<file path="config.mk">
export PLATFORM = sky130hd
export DESIGN_NAME = kwp_response_frame_checker_top_flat
export DESIGN_NICKNAME = d
export VERILOG_FILES = /design/src/sv/kwpfc_pkg.sv /design/src/sv/kwpfc_if.sv /design/src/sv/kwpfc_ram.sv /design/src/sv/kwp_response_frame_checker_top.sv /design/src/flat_wrapper.sv
export VERILOG_INCLUDE_DIRS = /design/src /design/src/sv
export SDC_FILE = /design/constraint.sdc
export NUM_CORES = 1
export LEC_CHECK = 0
export CAP_MARGIN = 10
export CORE_AREA = 2 2 220 222
export DETAILED_ROUTE_END_ITERATION = 6
export DIE_AREA = 0 0 222 224
export DONT_BUFFER_PORTS = 1
export GPL_ROUTABILITY_DRIVEN = 0
export HOLD_SLACK_MARGIN = 0.03
export SYNTH_ARGS = -nofsm -noshare
export SYNTH_HDL_FRONTEND = slang
export SYNTH_SLANG_ARGS = --single-unit
</file>
<file path="constraint.sdc">
create_clock -name clk_i -period 7 [get_ports clk_i]
set_input_delay 0.7 -clock clk_i [delete_from_list [all_inputs] [get_ports clk_i]]
set_output_delay 0.7 -clock clk_i [all_outputs]
set_load 0.03 [all_outputs]
</file>
<file path="src/sv/assert_macros.svh">
// Assertion macros shared by the K-line frame checker RTL.
// No dependencies; define ASSERT_OFF to compile the checks out.
`ifndef ASSERT_MACROS_SVH
`define ASSERT_MACROS_SVH

`ifndef ASSERT_OFF
`define KWPFC_ASSERT(name, clk, rst_n, prop) \
  name: assert property (@(posedge clk) disable iff (!(rst_n)) (prop)) \
    else $error("kwpfc assertion failed");
`define KWPFC_NEVER(name, clk, rst_n, cond) \
  name: assert property (@(posedge clk) disable iff (!(rst_n)) !(cond)) \
    else $error("kwpfc forbidden condition seen");
`else
`define KWPFC_ASSERT(name, clk, rst_n, prop)
`define KWPFC_NEVER(name, clk, rst_n, cond)
`endif

`endif

</file>
<file path="src/sv/kwpfc_pkg.sv">
// Package of the K-line response frame checker: sizes, status codes and types.
// No dependencies; used by the interfaces, the top level and the bench.
package kwpfc_pkg;

  localparam int unsigned BUFFER_BYTES = 64;
  localparam int unsigned STORE_DEPTH  = 63;
  localparam int unsigned STORE_AW     = $clog2(STORE_DEPTH);
  localparam int unsigned LEN_W        = 6;
  localparam int unsigned LEFT_W       = 7;

  localparam logic [LEFT_W-1:0] CAPACITY   = LEFT_W'(BUFFER_BYTES);
  localparam logic [LEFT_W-1:0] TAIL_BYTES = 7'd3;
  localparam logic [LEFT_W-1:0] FRAME_OVH  = 7'd4;

  localparam logic [1:0] ST_OK        = 2'd0;
  localparam logic [1:0] ST_TIMEOUT   = 2'd1;
  localparam logic [1:0] ST_TOO_LARGE = 2'd2;
  localparam logic [1:0] ST_BAD_SUM   = 2'd3;

  localparam logic OP_BYTE    = 1'b0;
  localparam logic OP_TIMEOUT = 1'b1;

  typedef enum logic [1:0] {
    S_RX,
    S_PEND,
    S_RD,
    S_OUT
  } kwpfc_state_e;

  typedef struct packed {
    logic [1:0]       status;
    logic [7:0]       data_byte;
    logic             data_valid;
    logic [LEN_W-1:0] data_count;
    logic             last;
  } kwpfc_res_t;

endpackage

</file>
<file path="src/sv/kwpfc_if.sv">
// Valid/ready channel interfaces for received words and result words.
// Depends on kwpfc_pkg.
interface kwpfc_in_if;
  import kwpfc_pkg::*;

  logic       valid;
  logic       ready;
  logic       op;
  logic [7:0] rx_byte;

  modport source (output valid, output op, output rx_byte, input ready);
  modport sink   (input valid, input op, input rx_byte, output ready);
endinterface

interface kwpfc_out_if;
  import kwpfc_pkg::*;

  logic             valid;
  logic             ready;
  logic [1:0]       status;
  logic [7:0]       data_byte;
  logic             data_valid;
  logic [LEN_W-1:0] data_count;
  logic             last;

  modport source (output valid, output status, output data_byte, output data_valid,
                  output data_count, output last, input ready);
  modport sink   (input valid, input status, input data_byte, input data_valid,
                  input data_count, input last, output ready);
endinterface

</file>
<file path="src/sv/kwpfc_ram.sv">
// Generic single-port-write, single-port-read RAM with registered read data.
// No dependencies.
module kwpfc_ram #(
  parameter int unsigned WIDTH = 8,
  parameter int unsigned DEPTH = 63,
  localparam int unsigned AW   = (DEPTH > 1) ? $clog2(DEPTH) : 1
) (
  input  logic             clk_i,
  input  logic             we_i,
  input  logic [AW-1:0]    waddr_i,
  input  logic [WIDTH-1:0] wdata_i,
  input  logic             re_i,
  input  logic [AW-1:0]    raddr_i,
  output logic [WIDTH-1:0] rdata_o
);

  logic [WIDTH-1:0] mem_q [DEPTH];
  logic [WIDTH-1:0] rdata_q;

  always_ff @(posedge clk_i) begin
    if (we_i) begin
      mem_q[waddr_i] <= wdata_i;
    end
    if (re_i) begin
      rdata_q <= mem_q[raddr_i];
    end
  end

  assign rdata_o = rdata_q;

endmodule

</file>
<file path="src/sv/kwp_response_frame_checker_top.sv">
// Top level of the K-line response frame checker.
// Depends on kwpfc_pkg, kwpfc_if, kwpfc_ram and assert_macros.svh.
//
// Received bytes are taken one word per cycle while a frame is being
// collected; payload bytes go into a 63-entry payload memory. A timeout, an
// oversized frame, a bad checksum or an empty good frame yields one status
// word. After the checksum of a good frame with L payload bytes the block
// reads the memory back and sends L words, each through a read state and an
// output state, so no input is taken until the last word is in the result
// register; this is set by the single read port of the payload memory and
// its registered read data. The result register lets the next input be
// taken while a result still waits.
`include "assert_macros.svh"

module kwp_response_frame_checker_top (
  input  logic         clk_i,
  input  logic         rst_ni,
  kwpfc_in_if.sink     rx_i,
  kwpfc_out_if.source  res_o
);
  import kwpfc_pkg::*;

  kwpfc_state_e        state_q, state_d;
  logic                recv_q, recv_d;
  logic [LEFT_W-1:0]   left_q, left_d;
  logic [7:0]          sum_q, sum_d;
  logic [LEN_W-1:0]    len_q, len_d;
  logic [LEN_W-1:0]    widx_q, widx_d;
  logic [LEN_W-1:0]    ridx_q, ridx_d;
  logic [1:0]          pend_q, pend_d;
  logic                out_valid_q, out_valid_d;
  kwpfc_res_t          out_q, out_d;

  logic                acc;
  logic                out_free;
  logic                single;
  logic [1:0]          single_st;
  logic [LEN_W-1:0]    rx_len;
  logic                ram_we;
  logic                ram_re;
  logic [7:0]          ram_rdata;
  logic                drain_last;

  assign acc        = rx_i.valid && rx_i.ready;
  assign out_free   = !out_valid_q || res_o.ready;
  assign rx_len     = rx_i.rx_byte[LEN_W-1:0];
  assign drain_last = (ridx_q + LEN_W'(1)) == len_q;

  kwpfc_ram #(
    .WIDTH (8),
    .DEPTH (STORE_DEPTH)
  ) u_store (
    .clk_i   (clk_i),
    .we_i    (ram_we),
    .waddr_i (widx_q[STORE_AW-1:0]),
    .wdata_i (rx_i.rx_byte),
    .re_i    (ram_re),
    .raddr_i (ridx_q[STORE_AW-1:0]),
    .rdata_o (ram_rdata)
  );

  always_comb begin
    state_d     = state_q;
    recv_d      = recv_q;
    left_d      = left_q;
    sum_d       = sum_q;
    len_d       = len_q;
    widx_d      = widx_q;
    ridx_d      = ridx_q;
    pend_d      = pend_q;
    out_d       = out_q;
    out_valid_d = out_valid_q && !res_o.ready;
    ram_we      = 1'b0;
    ram_re      = 1'b0;
    single      = 1'b0;
    single_st   = ST_OK;

    unique case (state_q)
      S_RX: begin
        if (acc) begin
          if (rx_i.op == OP_TIMEOUT) begin
            single    = 1'b1;
            single_st = ST_TIMEOUT;
          end else if (!recv_q) begin
            if (({1'b0, rx_len} + FRAME_OVH) > CAPACITY) begin
              single    = 1'b1;
              single_st = ST_TOO_LARGE;
            end else begin
              recv_d = 1'b1;
              len_d  = rx_len;
              left_d = {1'b0, rx_len} + TAIL_BYTES;
              sum_d  = rx_i.rx_byte;
              widx_d = '0;
            end
          end else if (left_q > LEFT_W'(1)) begin
            if (left_q <= ({1'b0, len_q} + LEFT_W'(1))) begin
              ram_we = (32'(widx_q) < STORE_DEPTH);
              widx_d = widx_q + LEN_W'(1);
            end
            sum_d  = sum_q + rx_i.rx_byte;
            left_d = left_q - LEFT_W'(1);
          end else begin
            recv_d = 1'b0;
            left_d = '0;
            if (sum_q != rx_i.rx_byte) begin
              single    = 1'b1;
              single_st = ST_BAD_SUM;
            end else if (len_q == '0) begin
              single    = 1'b1;
              single_st = ST_OK;
            end else begin
              ridx_d  = '0;
              state_d = S_RD;
            end
          end
          if (single) begin
            recv_d = 1'b0;
            left_d = '0;
            if (out_free) begin
              out_d       = '{status: single_st, data_byte: 8'd0, data_valid: 1'b0,
                              data_count: '0, last: 1'b1};
              out_valid_d = 1'b1;
            end else begin
              pend_d  = single_st;
              state_d = S_PEND;
            end
          end
        end
      end
      S_PEND: begin
        if (out_free) begin
          out_d       = '{status: pend_q, data_byte: 8'd0, data_valid: 1'b0,
                          data_count: '0, last: 1'b1};
          out_valid_d = 1'b1;
          state_d     = S_RX;
        end
      end
      S_RD: begin
        ram_re  = 1'b1;
        state_d = S_OUT;
      end
      S_OUT: begin
        if (out_free) begin
          out_d       = '{status: ST_OK, data_byte: ram_rdata, data_valid: 1'b1,
                          data_count: len_q, last: drain_last};
          out_valid_d = 1'b1;
          if (drain_last) begin
            state_d = S_RX;
          end else begin
            ridx_d  = ridx_q + LEN_W'(1);
            state_d = S_RD;
          end
        end
      end
      default: begin
        state_d = S_RX;
      end
    endcase
  end

  always_ff @(posedge clk_i or negedge rst_ni) begin
    if (!rst_ni) begin
      state_q     <= S_RX;
      recv_q      <= 1'b0;
      left_q      <= '0;
      sum_q       <= '0;
      len_q       <= '0;
      widx_q      <= '0;
      ridx_q      <= '0;
      pend_q      <= ST_OK;
      out_valid_q <= 1'b0;
    end else begin
      state_q     <= state_d;
      recv_q      <= recv_d;
      left_q      <= left_d;
      sum_q       <= sum_d;
      len_q       <= len_d;
      widx_q      <= widx_d;
      ridx_q      <= ridx_d;
      pend_q      <= pend_d;
      out_valid_q <= out_valid_d;
    end
  end

  always_ff @(posedge clk_i) begin
    out_q <= out_d;
  end

  assign rx_i.ready       = (state_q == S_RX);
  assign res_o.valid      = out_valid_q;
  assign res_o.status     = out_q.status;
  assign res_o.data_byte  = out_q.data_byte;
  assign res_o.data_valid = out_q.data_valid;
  assign res_o.data_count = out_q.data_count;
  assign res_o.last       = out_q.last;

  `KWPFC_NEVER(a_no_write_in_drain, clk_i, rst_ni, ram_we && (state_q == S_RD || state_q == S_OUT))
  `KWPFC_ASSERT(a_drain_in_range, clk_i, rst_ni, (state_q == S_RD) |-> (ridx_q < len_q))
  `KWPFC_ASSERT(a_recv_has_bytes, clk_i, rst_ni, recv_q |-> (left_q != '0))
  `KWPFC_ASSERT(a_data_has_count, clk_i, rst_ni, (out_valid_q && out_q.data_valid) |-> (out_q.data_count != '0))

endmodule

</file>
<file path="src/flat_wrapper.sv">
// flat-port wrapper written by rule: the top's interface ports become plain ports
module kwp_response_frame_checker_top_flat import kwpfc_pkg::*;
  (clk_i, rst_ni, rx_i_valid, rx_i_op, rx_i_rx_byte, rx_i_ready, res_o_valid, res_o_status, res_o_data_byte, res_o_data_valid, res_o_data_count, res_o_last, res_o_ready);
  kwpfc_in_if rx_i_i ();
  kwpfc_out_if res_o_i ();
  input  logic clk_i;
  input  logic rst_ni;
  input wire logic [$bits(rx_i_i.valid)-1:0] rx_i_valid;
  input wire logic [$bits(rx_i_i.op)-1:0] rx_i_op;
  input wire logic [$bits(rx_i_i.rx_byte)-1:0] rx_i_rx_byte;
  output wire logic [$bits(rx_i_i.ready)-1:0] rx_i_ready;
  output wire logic [$bits(res_o_i.valid)-1:0] res_o_valid;
  output wire logic [$bits(res_o_i.status)-1:0] res_o_status;
  output wire logic [$bits(res_o_i.data_byte)-1:0] res_o_data_byte;
  output wire logic [$bits(res_o_i.data_valid)-1:0] res_o_data_valid;
  output wire logic [$bits(res_o_i.data_count)-1:0] res_o_data_count;
  output wire logic [$bits(res_o_i.last)-1:0] res_o_last;
  input wire logic [$bits(res_o_i.ready)-1:0] res_o_ready;
  assign rx_i_i.valid = rx_i_valid;
  assign rx_i_i.op = rx_i_op;
  assign rx_i_i.rx_byte = rx_i_rx_byte;
  assign rx_i_ready = rx_i_i.ready;
  assign res_o_valid = res_o_i.valid;
  assign res_o_status = res_o_i.status;
  assign res_o_data_byte = res_o_i.data_byte;
  assign res_o_data_valid = res_o_i.data_valid;
  assign res_o_data_count = res_o_i.data_count;
  assign res_o_last = res_o_i.last;
  assign res_o_i.ready = res_o_ready;
  kwp_response_frame_checker_top u_core (.clk_i(clk_i), .rst_ni(rst_ni), .rx_i(rx_i_i), .res_o(res_o_i));
endmodule
</file>
==> results.py <==
metrics = {
    "pwr": {
        "ir_worst_vdd_mv": 0.213,
        "leakage_nw": 8.04,
        "p_seq_share_pct": 52.0,
        "powerDensity_nw_per_um2": 292,
        "p_int_mw": 5.84,
        "clkPwrFrac_pct": 40.4,
        "swShare_pct": 22.6,
        "p_switching_mw": 1.70,
        "power_frac_comb_pct": 7.6,
    },
    "cells_and_area": {
        "nFillCells": 3594,
        "post-route-util_pct": 54.5,
        "antennaDiodeCount": 0,
        "regArea_um2": 16900,
        "final_cells": 1920,
        "area_delta_synth_final_pct": 10.5,
        "multi_input_area_um2": 6080,
        "final_common_cell": "edfxtp_1",
        "final_layout_size_suffix_gt1_share_pct": 19.7,
        "layout_common_cells": "edfxtp_1 (530), mux4_2 (144), nor2_1 (93)",
        "nets": 1293,
    },
    "placed_design": {
        "place_hpwl_um": 31900,
        "dp.cells": 1812,
        "io_buffer_count": 0,
    },
    "yosys": {
        "synthDistinctLibCells": 61,
        "synth_edf_count": 530,
        "muxShareOfSynthArea_pct": 15.3,
        "yosysSeqAreaShare_pct": 72.3,
        "syn-num-nets": 1287,
        "yosys.area_share.simple_pct": 5.23,
        "syn_inst": 1252,
        "synth-seq-cells": 569,
        "ys_warn_count": 0,
        "synth_top_family_by_area": "multiplexers",
        "synthAdderAreaFrac_pct": 1.21,
        "synthXorXnorAreaFrac_pct": 0.674,
        "synthFlopType": "edfxtp_1",
        "avgSynthCellArea_um2": 18.7,
        "async_flop_share_pct": 6.85,
        "synth_compound_area_share_pct": 3.59,
        "synthesis.area_um2": 23400,
    },
    "critical_path": {
        "reg2reg_from": "u_core.len_q[1]",
        "ff2ff_setup_slack_ps": 2680,
        "cp_data_arrival_time_ps": 4560,
        "worstPathMaxFanout": 8,
        "startpoint_type": "flop",
        "rr_worst_depth": 10,
        "critPathCaptureType": "flop",
        "worst-setup-path-type": "reg2reg",
        "r2r_end": "u_core.u_store.mem_q[46][2]",
        "cp.required_ps": 7240,
    },
    "timing": {
        "tns_ps": 0,
        "rsz0062_at_grt": "false",
        "timing.final.crit_share_pct": 61.8,
        "max-slew-margin-rel_pct": 30.6,
        "drv_slew": 0,
        "fmax_mhz": 231,
        "finalCriticalPeriod_ps": 4320,
        "hold_violations": 0,
        "worst_pin_slew_ps": 1040,
        "finalHoldWorstSlack_ps": 188,
        "finalSetupViolCount": 0,
        "skew_ps": 16.0,
    },
    "clock_network": {
        "htree_levels": 2,
        "cts_made_buffers": 57,
        "clk_pin_slew_ps": 60,
        "cts_tree": "built",
        "ctsRootBufferMaster": "clkbuf_16",
        "clk_path_buf_depth": 3,
        "cts_resized": 0,
        "clkLatencyLatePin_ps": 610,
        "cts_num_sinks": 569,
    },
    "grt": {
        "grt_max_degree": 101,
        "grt.total_usage_pct": 22.3,
        "grt_antenna_before_repair": 1,
        "grt_pass1_vias": 11800,
        "overflow": 0,
        "grt_pass1_wl_um": 80300,
    },
    "route": {
        "drt-total-wl_um": 54200,
        "routedWlPerCell_um": 28.2,
        "ant_nets": 0,
        "firstDrtPassIters": 5,
        "viasPerCell": 6.19,
        "drt_iter0_drc": 1544,
        "vias": 11900,
        "drc_errors": 0,
    },
    "floorplan": {
        "start_util_pct": 49.4,
        "fp.dieW_um": 222,
        "die_height_um": 224,
        "coreArea_um2": 47300,
        "io_pins": 33,
        "rows": 80,
        "dieArea_um2": 49700,
    },
    "hold_path": {
        "hold-path-cell-count": 0,
        "holdCritStartpoint": "rx_i_rx_byte[3]",
        "hold_class": "in2reg",
        "holdPathEnd": "u_core.u_store.mem_q[48][3]",
    },
    "run": {
        "maxCapViolCount": 0,
    },
    "run_status": {
        "outcome": "completed",
    },
}
[registers in the layout, summed over array words and instances (netlist names)]
name,count
u_core.ridx_q,6
u_core.recv_q,1
u_core.res_o.status,2
u_core.res_o.data_count,6
u_core.u_store.mem_q,504
u_core.res_o.valid,1
u_core.len_q,6
u_core.res_o.data_valid,1
u_core.res_o.data_byte,8
u_core.left_q,7
u_core.state_q,2
u_core.pend_q,2
u_core.res_o.last,1
u_core.u_store.rdata_o,8
u_core.widx_q,6
u_core.sum_q,8
[synthesized netlist by cell type (all sizes together) (7+ instances only)]
cell type	instances	area [um^2]
a21oi	18	90.1
nor3	14	70.1
clkbuf	31	116
ha	21	263
edfxtp	530	15900
o31ai	8	65.1
nor2b	10	62.6
mux2i	26	260
nand2b	8	50.1
o21ai	39	195
o22ai	13	81.3
a22oi	8	60.1
a31oi	9	56.3
xor2	10	87.6
nor2	94	355
nand3	15	75.1
mux4	144	3240
mux2	7	78.8
xnor2	8	70.1
nand2	54	203
inv	18	67.6
dfrtp	39	976
and3	22	138
buf	34	215
[metal layers]
| metal | wire length, um | track usage [%] | up-vias |
|---|---|---|---|
| met4 | 1280 | 6.93 | 2 |
| met3 | 3690 | 4.09 | 70 |
| met1 | 24300 | 33.0 | 6254 |
| met2 | 24900 | 34.0 | 461 |
| met5 | 13 | 0 | - |
| li1 | - | - | 5090 |
[power groups by stage]
stage	Combinational [mW]	Sequential (mW)	Clock, mW
2_1_floorplan	0.480	3.95	0
3_3_place_gp	0.558	3.99	0
3_5_place_dp	0.567	4.00	0
4_1_cts	0.577	3.93	3.11
5_1_grt	0.651	3.94	3.24
6_report	0.574	3.93	3.05
[cell type report]
type	count	area share, %
timing repair buffer	12	0.485
clock buffer	75	6.02
tap	615	2.98
clock inverter	31	1.24
multi-input combinational	600	23.6
inverter	18	0.262
sequential	569	65.5
[worst max-delay path, stage by stage, from the launching register on]
cell       delay [ps]
dfrtp_1           420
ha_1              230
nand3_1           100
xor2_1            170
ha_1              320
a21o_1            180
a21oi_1           130
nor2b_1            80
o31ai_2           550
nand4bb_1         900
nor2_1            860
[cell families after synthesis]
group                    count (synthesis)
AND/OR/NAND/NOR                        254
adder cells (fa/ha/maj)                 22
flip-flops                             569
AO/OA/AOI/OAI                          129
XOR/XNOR                                18
buffers and inverters                   83
multiplexers                           177
[through the flow]
| step | power (mW) | setup WS [ps] | cell area [um^2] |
|---|---|---|---|
| floorplan | 4.43 | 3920 | 23400 |
| global placement | 4.55 | 2720 | 23900 |
| detailed placement | 4.56 | 2650 | 23900 |
| CTS | 7.61 | 2620 | 25800 |
| global route | 7.83 | 2400 | 25800 |
| finish | 7.55 | 2680 | 25800 |
[repair_timing]
item                      CTS  global route
buffers inserted            0             0
hold endpoints to repair   39             0
hold buffers                2             0
[worst max path at each step]
stage / from / endpoint / slack (ps) / cells past startpoint
after floorplan: u_core.len_q[1] / u_core.u_store.mem_q[40][0] / 3920 / 10
after global placement: u_core.len_q[0] / u_core.u_store.mem_q[51][1] / 2720 / 10
after detailed placement: u_core.len_q[0] / u_core.u_store.mem_q[52][7] / 2650 / 10
after CTS: u_core.len_q[0] / u_core.u_store.mem_q[52][2] / 2620 / 10
after global routing: u_core.len_q[1] / u_core.u_store.mem_q[52][5] / 2400 / 10
final: u_core.len_q[1] / u_core.u_store.mem_q[46][2] / 2680 / 10
Note: power is estimated with default switching activity, not from simulation.
